`src/sv/lcps_pkg.sv`:
```
// Package for the LED cube layer PWM scanner: beat structs, FSM states,
// register indexes and fixed constants. No dependencies.
package lcps_pkg;

    localparam int WORD_W    = 48;   // width of the column shift word
    localparam int LAYER_W   = 3;    // width of a layer index
    localparam int COORD_W   = 3;    // width of one voxel coordinate
    localparam int DUTY_IN_W = 8;    // width of the duty field on the input beat
    localparam int DUTY_W    = 7;    // stored duty, 0..100
    localparam int TIME_W    = 32;
    localparam int RES_W     = 4;
    localparam int IVL_W     = 20;
    localparam int PHASE_W   = 8;
    localparam int SLOT_W    = 9;    // slot count up to 256
    localparam int ON_W      = 9;    // on-slot count up to 256

    localparam logic [DUTY_W-1:0] FULL_DUTY = 7'd100;
    localparam logic [RES_W-1:0]  RES_MAX   = 4'd8;

    // floor(v / 100) = (v * 5243) >> 19 for every v up to 100 * 256
    localparam int DIV100_MUL_W = 13;
    localparam logic [DIV100_MUL_W-1:0] DIV100_MUL = 13'd5243;
    localparam int DIV100_SHIFT = 19;

    localparam logic [RES_W-1:0] RES_RESET = 4'd4;
    localparam logic [IVL_W-1:0] IVL_RESET = 20'd2778;

    localparam int CFG_IDX_W = 1;
    localparam logic [CFG_IDX_W-1:0] CFG_PWM_RES   = 1'b0;
    localparam logic [CFG_IDX_W-1:0] CFG_LAYER_IVL = 1'b1;

    localparam logic FUNC_WRITE   = 1'b0;
    localparam logic FUNC_REFRESH = 1'b1;

    typedef struct packed {
        logic                 func;
        logic [COORD_W-1:0]   voxel_x;
        logic [COORD_W-1:0]   voxel_y;
        logic [COORD_W-1:0]   voxel_z;
        logic [DUTY_IN_W-1:0] duty_percent;
        logic [TIME_W-1:0]    now_us;
    } in_beat_t;

    typedef struct packed {
        logic [WORD_W-1:0]  column_bits;
        logic [LAYER_W-1:0] layer_select;
    } out_beat_t;

    typedef enum logic [1:0] {
        ST_CLEAR,
        ST_IDLE,
        ST_SCAN,
        ST_DRAIN
    } scan_state_t;

endpackage

```
`src/sv/led_cube_layer_pwm_scanner_core.sv`:
```
// Top level of the LED cube layer PWM scanner.
// Depends on lcps_pkg and lcps_ram.
//
// s_* (valid/ready) carries lcps_pkg::in_beat_t. A beat with func clear writes
// one voxel duty (saturated at 100, dropped outside the cube) and gives no
// result; a beat with func set refreshes the active layer and gives exactly
// one m_* beat: the 48-bit column word (bit y*CUBE_EDGE+x) and its layer.
// cfg_* writes pwm_resolution_bits (index 0) or layer_interval_us (index 1);
// it is always ready. Write it only while no refresh is in work.
// Timing: the store has one read port, so the scan reads one voxel per cycle;
// each voxel passes the RAM read register and the two compare stages into
// the column word. One item is in work at a time.
// Reset: aresetn (synchronous, active low) clears control state, then a
// clearing pass writes zero to every store entry while s_ready stays low.
// Stall: the result sits in an output register and further beats are
// accepted while it waits. A refresh that finishes while the register is
// still full holds in its last state until m_ready frees it.
module led_cube_layer_pwm_scanner_core #(
    parameter int CUBE_EDGE = 6
) (
    input  logic                                  aclk,
    input  logic                                  aresetn,
    // input beats
    input  logic                                  s_valid,
    output logic                                  s_ready,
    input  lcps_pkg::in_beat_t                    s_payload,
    // result beats
    output logic                                  m_valid,
    input  logic                                  m_ready,
    output lcps_pkg::out_beat_t                   m_payload,
    // configuration writes
    input  logic                                  cfg_valid,
    output logic                                  cfg_ready,
    input  logic [lcps_pkg::CFG_IDX_W-1:0]        cfg_index,
    input  logic [lcps_pkg::IVL_W-1:0]            cfg_data
);

    localparam int LAYER_SIZE = CUBE_EDGE * CUBE_EDGE;
    localparam int DEPTH      = LAYER_SIZE * CUBE_EDGE;
    localparam int ADDR_W     = $clog2(DEPTH);
    localparam int CNT_W      = $clog2(LAYER_SIZE);

    localparam logic [ADDR_W-1:0]           LAST_ADDR  = ADDR_W'(DEPTH - 1);
    localparam logic [CNT_W-1:0]            LAST_VOXEL = CNT_W'(LAYER_SIZE - 1);
    localparam logic [lcps_pkg::LAYER_W-1:0] LAST_LAYER =
        lcps_pkg::LAYER_W'(CUBE_EDGE - 1);

    // ------------------------------------------------------------------
    // Configuration registers
    // ------------------------------------------------------------------
    logic [lcps_pkg::RES_W-1:0] pwm_res_reg;
    logic [lcps_pkg::IVL_W-1:0] layer_ivl_reg;

    assign cfg_ready = 1'b1;

    always_ff @(posedge aclk) begin
        if (!aresetn) begin
            pwm_res_reg   <= lcps_pkg::RES_RESET;
            layer_ivl_reg <= lcps_pkg::IVL_RESET;
        end else if (cfg_valid && cfg_ready) begin
            unique case (cfg_index)
                lcps_pkg::CFG_PWM_RES:   pwm_res_reg   <= cfg_data[lcps_pkg::RES_W-1:0];
                lcps_pkg::CFG_LAYER_IVL: layer_ivl_reg <= cfg_data;
                default: ;
            endcase
        end
    end

    // Resolution above eight acts as eight.
    logic [lcps_pkg::RES_W-1:0]  res_eff;
    logic [lcps_pkg::SLOT_W-1:0] slot_count;
    logic [lcps_pkg::SLOT_W-1:0] slot_mask;

    assign res_eff    = (pwm_res_reg > lcps_pkg::RES_MAX) ? lcps_pkg::RES_MAX : pwm_res_reg;
    assign slot_count = lcps_pkg::SLOT_W'(1) << res_eff;
    assign slot_mask  = slot_count - lcps_pkg::SLOT_W'(1);

    // ------------------------------------------------------------------
    // Sequencer
    // ------------------------------------------------------------------
    lcps_pkg::scan_state_t state_reg, state_next;

    logic [ADDR_W-1:0] clr_addr_reg;
    logic [ADDR_W-1:0] scan_addr_reg;
    logic [CNT_W-1:0]  scan_cnt_reg;
    logic              rd_pend_reg;   // RAM read data valid this cycle
    logic              on_vld_reg;    // on-count stage valid this cycle
    logic              m_valid_reg;
    lcps_pkg::out_beat_t m_payload_reg;

    logic s_fire;
    logic is_write;
    logic is_refresh;
    logic in_cube;
    logic ram_wr_en;
    logic [ADDR_W-1:0] ram_wr_addr;
    logic [lcps_pkg::DUTY_W-1:0] ram_wr_data;
    logic ram_rd_en;
    logic out_load;
    logic out_free;

    logic [lcps_pkg::DUTY_W-1:0] duty_sat;
    logic [ADDR_W-1:0]           write_addr;

    assign s_fire     = s_valid && s_ready;
    assign is_write   = s_payload.func == lcps_pkg::FUNC_WRITE;
    assign is_refresh = s_payload.func == lcps_pkg::FUNC_REFRESH;
    assign out_free   = !m_valid_reg || m_ready;

    assign in_cube = (32'(s_payload.voxel_x) < CUBE_EDGE)
                  && (32'(s_payload.voxel_y) < CUBE_EDGE)
                  && (32'(s_payload.voxel_z) < CUBE_EDGE);

    assign duty_sat = (s_payload.duty_percent > 8'(lcps_pkg::FULL_DUTY))
                    ? lcps_pkg::FULL_DUTY
                    : s_payload.duty_percent[lcps_pkg::DUTY_W-1:0];

    // Linear address: z * edge^2 + y * edge + x.
    assign write_addr = ADDR_W'(32'(s_payload.voxel_z) * LAYER_SIZE
                              + 32'(s_payload.voxel_y) * CUBE_EDGE
                              + 32'(s_payload.voxel_x));

    always_ff @(posedge aclk) begin
        if (!aresetn) begin
            state_reg <= lcps_pkg::ST_CLEAR;
        end else begin
            state_reg <= state_next;
        end
    end

    always_comb begin
        state_next  = state_reg;
        s_ready     = 1'b0;
        ram_wr_en   = 1'b0;
        ram_wr_addr = write_addr;
        ram_wr_data = duty_sat;
        ram_rd_en   = 1'b0;
        out_load    = 1'b0;
        unique case (state_reg)
            lcps_pkg::ST_CLEAR: begin
                // Zero the store one entry per cycle.
                ram_wr_en   = 1'b1;
                ram_wr_addr = clr_addr_reg;
                ram_wr_data = '0;
                if (clr_addr_reg == LAST_ADDR) begin
                    state_next = lcps_pkg::ST_IDLE;
                end
            end
            lcps_pkg::ST_IDLE: begin
                // Always ready here, so valid alone marks the accepting edge.
                s_ready = 1'b1;
                if (s_valid && is_write) begin
                    ram_wr_en = in_cube;
                end else if (s_valid && is_refresh) begin
                    state_next = lcps_pkg::ST_SCAN;
                end
            end
            lcps_pkg::ST_SCAN: begin
                // Issue one voxel read per cycle across the layer.
                ram_rd_en = 1'b1;
                if (scan_cnt_reg == LAST_VOXEL) begin
                    state_next = lcps_pkg::ST_DRAIN;
                end
            end
            lcps_pkg::ST_DRAIN: begin
                // Wait for the compare stages to empty and the output slot to free.
                if (!rd_pend_reg && !on_vld_reg && out_free) begin
                    out_load   = 1'b1;
                    state_next = lcps_pkg::ST_IDLE;
                end
            end
            default: begin
                state_next = lcps_pkg::ST_IDLE;
            end
        endcase
    end

    // ------------------------------------------------------------------
    // Per-refresh state: layer, phase, switch time
    // ------------------------------------------------------------------
    logic [lcps_pkg::LAYER_W-1:0] active_layer_reg;
    logic [lcps_pkg::PHASE_W-1:0] pwm_phase_reg;
    logic [lcps_pkg::TIME_W-1:0]  last_switch_reg;
    logic [lcps_pkg::LAYER_W-1:0] scan_layer_reg;
    logic [lcps_pkg::PHASE_W-1:0] scan_phase_reg;

    logic [lcps_pkg::TIME_W-1:0]  elapsed;
    logic                         layer_due;
    logic [lcps_pkg::SLOT_W-1:0]  phase_inc;

    assign elapsed   = s_payload.now_us - last_switch_reg;
    assign layer_due = elapsed >= lcps_pkg::TIME_W'(layer_ivl_reg);
    assign phase_inc = lcps_pkg::SLOT_W'(pwm_phase_reg) + lcps_pkg::SLOT_W'(1);

    always_ff @(posedge aclk) begin
        if (!aresetn) begin
            active_layer_reg <= '0;
            pwm_phase_reg    <= '0;
            last_switch_reg  <= '0;
        end else if (s_fire && is_refresh) begin
            // Advance phase and, once the interval has run out, the layer.
            pwm_phase_reg <= (phase_inc >= slot_count)
                           ? '0 : phase_inc[lcps_pkg::PHASE_W-1:0];
            if (layer_due) begin
                active_layer_reg <= (active_layer_reg == LAST_LAYER)
                                  ? '0 : active_layer_reg + 1'b1;
                last_switch_reg  <= s_payload.now_us;
            end
        end
    end

    // Snapshot for the scan; the live registers have already moved on.
    always_ff @(posedge aclk) begin
        if (s_fire && is_refresh) begin
            scan_layer_reg <= active_layer_reg;
            scan_phase_reg <= pwm_phase_reg;
        end
    end

    // ------------------------------------------------------------------
    // Address counters
    // ------------------------------------------------------------------
    always_ff @(posedge aclk) begin
        if (!aresetn) begin
            clr_addr_reg  <= '0;
            scan_cnt_reg  <= '0;
            scan_addr_reg <= '0;
        end else begin
            if (state_reg == lcps_pkg::ST_CLEAR) begin
                clr_addr_reg <= clr_addr_reg + 1'b1;
            end
            if (s_fire && is_refresh) begin
                scan_cnt_reg  <= '0;
                scan_addr_reg <= ADDR_W'(32'(active_layer_reg) * LAYER_SIZE);
            end else if (ram_rd_en) begin
                scan_cnt_reg  <= scan_cnt_reg + 1'b1;
                scan_addr_reg <= scan_addr_reg + 1'b1;
            end
        end
    end

    // ------------------------------------------------------------------
    // Duty store
    // ------------------------------------------------------------------
    logic [lcps_pkg::DUTY_W-1:0] rd_duty;

    lcps_ram #(
        .DATA_W (lcps_pkg::DUTY_W),
        .DEPTH  (DEPTH)
    ) u_store (
        .aclk    (aclk),
        .wr_en   (ram_wr_en),
        .wr_addr (ram_wr_addr),
        .wr_data (ram_wr_data),
        .rd_en   (ram_rd_en),
        .rd_addr (scan_addr_reg),
        .rd_data (rd_duty)
    );

    // ------------------------------------------------------------------
    // PWM compare pipeline
    // Stage 1: on = floor(duty * 2^res / 100) by reciprocal multiply.
    // Stage 2: lit = duty > 0 and (phase * on) mod 2^res < on.
    // ------------------------------------------------------------------
    localparam int SCALED_W = lcps_pkg::DUTY_W + 8;
    localparam int PROD_W   = SCALED_W + lcps_pkg::DIV100_MUL_W;
    localparam int PPROD_W  = lcps_pkg::PHASE_W + lcps_pkg::ON_W;

    logic [SCALED_W-1:0]        duty_scaled;
    logic [PROD_W-1:0]          div_prod;
    logic [lcps_pkg::ON_W-1:0]  on_reg;
    logic                       nz_reg;
    logic [PPROD_W-1:0]         phase_prod;
    logic [lcps_pkg::ON_W-1:0]  phase_slot;
    logic                       lit;
    logic [LAYER_SIZE-1:0]      word_reg;

    assign duty_scaled = SCALED_W'(rd_duty) << res_eff;
    assign div_prod    = PROD_W'(duty_scaled) * PROD_W'(lcps_pkg::DIV100_MUL);

    always_ff @(posedge aclk) begin
        if (!aresetn) begin
            rd_pend_reg <= 1'b0;
            on_vld_reg  <= 1'b0;
        end else begin
            rd_pend_reg <= ram_rd_en;
            on_vld_reg  <= rd_pend_reg;
        end
    end

    always_ff @(posedge aclk) begin
        if (rd_pend_reg) begin
            on_reg <= div_prod[lcps_pkg::DIV100_SHIFT +: lcps_pkg::ON_W];
            nz_reg <= rd_duty != '0;
        end
    end

    assign phase_prod = PPROD_W'(scan_phase_reg) * PPROD_W'(on_reg);
    assign phase_slot = phase_prod[lcps_pkg::ON_W-1:0] & slot_mask;
    assign lit        = nz_reg && (phase_slot < on_reg);

    // Voxels arrive in bit order; shift in at the top so the first lands at bit 0.
    always_ff @(posedge aclk) begin
        if (on_vld_reg) begin
            word_reg <= {lit, word_reg[LAYER_SIZE-1:1]};
        end
    end

    // ------------------------------------------------------------------
    // Output register
    // ------------------------------------------------------------------
    always_ff @(posedge aclk) begin
        if (!aresetn) begin
            m_valid_reg <= 1'b0;
        end else if (out_load) begin
            m_valid_reg <= 1'b1;
        end else if (m_ready) begin
            m_valid_reg <= 1'b0;
        end
    end

    always_ff @(posedge aclk) begin
        if (out_load) begin
            m_payload_reg.column_bits  <= lcps_pkg::WORD_W'(word_reg);
            m_payload_reg.layer_select <= scan_layer_reg;
        end
    end

    assign m_valid   = m_valid_reg;
    assign m_payload = m_payload_reg;

    // ------------------------------------------------------------------
    // Assertions
    // ------------------------------------------------------------------
    a_store_port_excl: assert property (@(posedge aclk) disable iff (!aresetn)
        !(ram_wr_en && ram_rd_en))
        else $error("duty store written during a scan read");

    a_out_no_overwrite: assert property (@(posedge aclk) disable iff (!aresetn)
        out_load |-> (!m_valid_reg || m_ready))
        else $error("result register overwritten before it was taken");

    a_layer_range: assert property (@(posedge aclk) disable iff (!aresetn)
        32'(active_layer_reg) < CUBE_EDGE)
        else $error("active layer outside the cube");

    a_word_top_zero: assert property (@(posedge aclk) disable iff (!aresetn)
        m_valid |-> ((m_payload.column_bits >> LAYER_SIZE) == '0))
        else $error("column word has bits above the layer");

    a_pipe_in_scan: assert property (@(posedge aclk) disable iff (!aresetn)
        on_vld_reg |-> (state_reg == lcps_pkg::ST_SCAN || state_reg == lcps_pkg::ST_DRAIN))
        else $error("compare stage busy outside a refresh");

endmodule

```
`src/sv/lcps_ram.sv`:
```
// Generic single-clock RAM: one write port, one read port, registered read.
// No dependencies.
module lcps_ram #(
    parameter int DATA_W = 8,
    parameter int DEPTH  = 256,
    localparam int ADDR_W = $clog2(DEPTH)
) (
    input  logic              aclk,
    input  logic              wr_en,
    input  logic [ADDR_W-1:0] wr_addr,
    input  logic [DATA_W-1:0] wr_data,
    input  logic              rd_en,
    input  logic [ADDR_W-1:0] rd_addr,
    output logic [DATA_W-1:0] rd_data
);

    logic [DATA_W-1:0] mem [DEPTH];
    logic [DATA_W-1:0] rd_data_reg;

    always_ff @(posedge aclk) begin
        if (wr_en) begin
            mem[wr_addr] <= wr_data;
        end
        if (rd_en) begin
            rd_data_reg <= mem[rd_addr];
        end
    end

    assign rd_data = rd_data_reg;

endmodule

```
`config.mk`:
```
export PLATFORM = sky130hd
export DESIGN_NAME = led_cube_layer_pwm_scanner_core
export DESIGN_NICKNAME = d
export VERILOG_FILES = /design/src/sv/lcps_pkg.sv /design/src/sv/led_cube_layer_pwm_scanner_core.sv /design/src/sv/lcps_ram.sv
export SDC_FILE = /design/constraint.sdc
export NUM_CORES = 2
export LEC_CHECK = 0
export BUFFER_PORTS_ARGS = -buffer_cell sky130_fd_sc_hd__buf_4
export CORE_ASPECT_RATIO = 1.25
export CORE_MARGIN = 2
export CORE_UTILIZATION = 38
export DETAILED_ROUTE_END_ITERATION = 16
export PLACE_DENSITY = 0.6
export SETUP_SLACK_MARGIN = 0.4
export SLEW_MARGIN = 20
export SYNTH_ARGS = -nofsm -noshare
export SYNTH_HDL_FRONTEND = slang
export SYNTH_HIERARCHICAL = 1
export SYNTH_SLANG_ARGS = --single-unit
```
`constraint.sdc`:
```
create_clock -name aclk -period 8.44 [get_ports aclk]
set_input_delay 0.422 -clock aclk [delete_from_list [all_inputs] [get_ports aclk]]
set_output_delay 0.422 -clock aclk [all_outputs]
set_load 0.01 [all_outputs]
```
# Word level (Yosys, flattened, before mapping)
# Memory sizes are Yosys's and may differ from the RTL's. A register that Yosys moved wholly into a read port is not among the register bits.
# Cells that the tools add are included.
# totals
regBits,190
latchBits,0
ramBits,1512
romBits,0
in_bits,76
out_inout_bits,54
elab_cells,106
n_memories,1
# memory_table
memory,words,word_bits,read_ports,rd_clocked_by_memory_dff,write_ports,line_no,source
u_store.mem,216,7,1,1,1,lcps_ram.sv:17,logic [DATA_W-1:0] mem [DEPTH];
# classes
n_addsub,9
multipliers,5
n_div,0
order_cmp,8
eq_ne,11
shifts,2
mux,24
bitwise_logic,4
reduce_logical,22
# op_table
cell,n
greater-or-equal comparator 32 x 20 -> 1 bit,1
two-way mux 8 bit,4
subtractor 32 bit,1
multiplier 15 x 13 -> 28 bit (second input constant),1
adder 8 x 1 -> 8 bit (second input constant),2
left shift 7 x 4 -> 15 bit,1
two-way mux 7 bit,2
multiplier 3 x 4 -> 6 bit (second input constant),2
two-way mux 2 bit,5
inequality test 2 bit (second input constant),5
adder 8 x 1 -> 9 bit (second input constant),1
AND 9 bit,1
greater-or-equal comparator 9 bit,1
logical AND 1 bit,9
< comparator 3 bit (second input constant),3
< comparator 9 bit,1
multiplier 8 x 9 -> 9 bit,1
two-way mux 1 bit,9
left shift 1 x 4 -> 9 bit (first input constant),1
subtractor 9 x 1 -> 9 bit (second input constant),1
adder 8 x 3 -> 8 bit,1
adder 8 x 6 -> 8 bit,1
equality test 8 bit (second input constant),1
> comparator 8 x 7 -> 1 bit (second input constant),1
other kinds (21),29

# Depth between registers and ports, before layout
# logic_depth
depth_word,7
ltp_mapped,29

# By module
# Netlist, hierarchy kept.
# modules_own_cells
mod,instances,cells_each,area_per_inst_um2,seq_area_each_um2
lcps_ram,1,2796,59024.1,45613.7
led_cube_layer_pwm_scanner_core,1,1704,15771.4,4764.6

# Worst setup path after synthesis
# Ideal clock, no wire load.
# synth_timing
path_kind,register -> register
from,register state_reg[0]
to,memory u_store/mem[0][5] (netlist name) (data pin)
setup_ns,1.220
t_arrival_ns,5.990
path_slack_ns,1.230
stages_incl_launch_ff,6
path_buffers,2
synth_period_minus_slack_ns,7.210
cell_sequence,dfxtp_1 inv_1 ha_1 clkbuf_1 clkbuf_1 nor2_1
# synth_between
elab_chain_cells,2
# synth_lines
element,line_no,source
start: declaration,led_cube_layer_pwm_scanner_core.sv:81,"lcps_pkg::scan_state_t state_reg, state_next;"
start signal: assignment,led_cube_layer_pwm_scanner_core.sv:125,state_reg <= lcps_pkg::ST_CLEAR;
start signal: assignment,led_cube_layer_pwm_scanner_core.sv:127,state_reg <= state_next;
zero test 2 bit,led_cube_layer_pwm_scanner_core.sv:139,unique case (state_reg)
two-way mux 7 bit,led_cube_layer_pwm_scanner_core.sv:139,
net ram_wr_data (one bit),led_cube_layer_pwm_scanner_core.sv:97,logic [lcps_pkg::DUTY_W-1:0] ram_wr_data;
end: declaration,lcps_ram.sv:17,
# The timed path passes the listed nets, and every way through them passes these cells.

# Worst setup path in the final report
# layout_timing
from,register pwm_res_reg[0] (netlist name)
to,register on_reg[7] (netlist name) (data pin)
# layout_between
elab_chain_cells,4
# layout_lines
element,line_no,source
start: declaration,led_cube_layer_pwm_scanner_core.sv:51,logic [lcps_pkg::RES_W-1:0] pwm_res_reg;
start signal: assignment,led_cube_layer_pwm_scanner_core.sv:58,pwm_res_reg <= lcps_pkg::RES_RESET;
start signal: assignment,led_cube_layer_pwm_scanner_core.sv:62,lcps_pkg::CFG_PWM_RES: pwm_res_reg <= cfg_data[lcps_pkg::RES_W-1:0];
> comparator 4 bit,led_cube_layer_pwm_scanner_core.sv:74,assign res_eff = (pwm_res_reg > lcps_pkg::RES_MAX) ? lcps_pkg::RES_MAX : pwm_res_reg;
two-way mux 4 bit (*),led_cube_layer_pwm_scanner_core.sv:74,
left shift 7 x 4 -> 15 bit (*),led_cube_layer_pwm_scanner_core.sv:278,assign duty_scaled = SCALED_W'(rd_duty) << res_eff;
multiplier 15 x 13 -> 28 bit (*),led_cube_layer_pwm_scanner_core.sv:279,assign div_prod = PROD_W'(duty_scaled) * PROD_W'(lcps_pkg::DIV100_MUL);
net div_prod[26],led_cube_layer_pwm_scanner_core.sv:270,logic [PROD_W-1:0] div_prod;
end signal: assignment,led_cube_layer_pwm_scanner_core.sv:293,on_reg <= div_prod[lcps_pkg::DIV100_SHIFT +: lcps_pkg::ON_W];
end: declaration,led_cube_layer_pwm_scanner_core.sv:271,logic [lcps_pkg::ON_W-1:0] on_reg;
# The timed path passes the listed nets; every way through them passes the cells marked *.
# A chain may end at the register's enable or synchronous reset.

==> out/qor.yml <==
worst_hold_path:
  holdPathEnd: "pwm_res_reg[0]"
  hold_class: "primary input to flop"
  hp-start: "cfg_index"
  whs_path_depth: 4
clock_tree:
  path_clk_slew_ps: 70
  cts_tree: "done"
  clock-sinks: 1709
  ctsResizeCount: 0
  insertion_delay_ps: 820
  cts_buffers: 169
  clockBufferDepth: 3
  root_buffer: "clkbuf_16"
  htreeDepth: 4
power_and_ir_drop:
  leakage_nw: 28.2
  peakVddDrop_mv: 0.161
  power.density_mw_per_mm2: 210
worst_setup_path:
  reg2regPathDepth: 27
  critPathMaxFanout: 18
  worst_ep_required_time_ps: 9010
  worstReg2RegEnd: "on_reg[7]"
  end_kind: "flop"
  cp_data_arrival_time_ps: 8150
  cp-start-kind: "flop"
  r2r_start: "pwm_res_reg[0]"
  crit_path_start: "pwm_res_reg[0]"
  rrSetupSlack_ps: 860
  worstSetupPathType: "flop to flop"
timing:
  min_period_ps: 7580
  skew_ps: 36.2
  setup_ws_ps: 864
  setup_violations: 0
  tns_ps: 0
  grt_setup_unrepaired: "no"
  maxSlewHeadroom: 0.200
  max_freq_ghz: 0.132
  slew_viol_final: 0
  hold_viol: 0
  worstMarginPinSlew_ps: 1200
  fin_crit_sh: 0.898
synthesis:
  synth_warnings: 6
  synthCells: 4500
  ys_seq_area_frac: 0.674
  yosys-top-cells-area: "edfxtp_1, mux4_2, ha_1, dfxtp_1, fa_1"
  synthDistinctLibCells: 84
  syn_area_mm2: 0.0748
  synth_ff_type: "edfxtp_1"
  postSynthAreaPerCell_um2: 16.6
  synth_edf_count: 1615
  synth-seq-cells: 1709
  async_flop_share: 0
  synth_top_area_cell: "edfxtp_1"
  synth_top_area_share: 0.648
final_layout:
  fillers: 17200
  largest_reg_flops: 1512
  final_common_cell: "edfxtp_1"
  layout-drive-gt1-share: 0.179
  fin_cells: 7396
  final_cell_mix: "edfxtp_1, mux4_2, nor2_1, inv_1, nand2_1"
  finalNetCount: 5043
  area_growth_syn_to_layout_pct: 12.6
route:
  ant_nets: 0
  drt-wirelength-per-cell_um: 24.5
  first_pass_iters: 6
  vias: 40300
  routed_via_density: 5.45
  first_iter_violations: 3861
  drt-total-wl_um: 181000
  drc: 0
placement:
  hpwl_um: 116000
  dpl.cell_count: 7021
  numPortBuffers: 116
  dp_slack_ps: 864
  finalWeightedCongestion: 0.852
grt:
  grt_pass1_vias: 40900
  grt_overflow: 0
  grt_max_degree: 217
  antenna_found_initial: 5
  track_usage: 0.180
  grt_pass1_wl_um: 270000
outcome:
  status: "complete, no violations"
floorplanning:
  ios: 130
  die_h_um: 500
  initial_core_util: 0.381
  fp-row-count: 182
  die_area_mm2: 0.200
  die_x_um: 401
  coreArea_mm2: 0.196
run:
  drv_cap: 0
-- cell families (layout without fill, tap and decap cells) --
| logic type | count (synthesis) | in the layout | share of synthesized area |
|---|---|---|---|
| adder cells (fa/ha/maj) | 289 | 289 | 0.0564 |
| other | 2 | 16 | 0.000100 |
| AO/OA/AOI/OAI | 554 | 554 | 0.0506 |
| XOR/XNOR | 76 | 76 | 0.00890 |
| multiplexers | 483 | 483 | 0.123 |
| flip-flops | 1709 | 1709 | 0.674 |
| AND/OR/NAND/NOR | 918 | 918 | 0.0573 |
| buffers and inverters | 469 | 775 | 0.0305 |
-- final cells by class --
type                       count  area, um^2  share of cell area
sequential                  1709       50400               0.598
clock buffer                 202        4420              0.0525
multi-input combinational   2334       22200               0.264
tap                         2576        3220              0.0383
inverter                     227         852              0.0101
clock inverter               109        1030              0.0122
timing repair buffer         237        2030              0.0241
antenna                        2        5.00           0.0000594
-- synthesized netlist by cell type (all sizes together) (23+ instances only) --
library cell,instances
fa,80
xor2,32
buf,120
a22oi,23
o21ai,78
clkbuf,122
inv,224
dfxtp,94
ha,209
mux4,345
o22ai,91
nor2,322
a21o,40
mux2i,119
a31oi,47
a21oi,87
and2,44
xnor2,44
nor2b,32
nand2b,31
a2bb2oi,30
nand2,227
nor3,77
or2,43
nand3,57
edfxtp,1615
-- worst max-delay path by stage --
stage	slack (ps)	endpoint	cells past startpoint
floorplan	1230	u_store/mem[0][5]	5
global placement	1000	on_reg[7]	27
detailed placement	860	on_reg[7]	27
CTS	870	on_reg[7]	27
global route	430	on_reg[7]	27
finish	860	on_reg[7]	27
-- worst max-delay path, cell delays in order (launching register included) --
cell	delay [ps]
dfxtp_1	680
nor2b_1	650
mux2i_1	350
mux2i_1	150
a22oi_1	520
inv_1	290
xnor2_1	200
ha_1	230
a21o_1	150
ha_1	270
inv_1	50
fa_1	530
inv_1	50
fa_1	480
inv_1	50
fa_1	480
inv_1	40
ha_1	280
a21oi_1	120
o21ai_0	90
a211oi_1	220
o21ai_0	110
a41oi_1	460
nand4b_1	220
nand3_1	110
a31o_2	270
a21oi_1	170
xnor2_1	80
-- stage by stage --
stage / instance area [um^2] / utilization / hold slack (ps) / power [mW]
CTS: 84200 / 0.429 / 26.7 / 17.9
finish: 84200 / 0.429 / 89.8 / 17.7
global placement: 78100 / 0.398 / 402 / 10.4
global route: 84200 / 0.429 / 82.4 / 18.4
floorplan: 74800 / - / 400 / 10.1
detailed placement: 78100 / 0.398 / 417 / 10.5
-- where the power goes --
part	switching (mW)	internal [mW]
combinational	0.651	0.457
sequential	0.0105	9.18
clock	3.24	4.19
total	3.90	13.8
-- routing by layer --
metal / track usage / vias up / wire (um)
met4: 0.0625 / 2 / 5700
li1: - / 17900 / -
met5: 0 / - / 9
met1: 0.232 / 21000 / 73400
met2: 0.309 / 1188 / 92000
met3: 0.0277 / 265 / 10100
-- what timing repair did --
action	CTS	global route
endpoints found under the hold margin	62	0
setup buffers	0	0
hold buffers	62	0
Power figures use the tool's default switching activity.
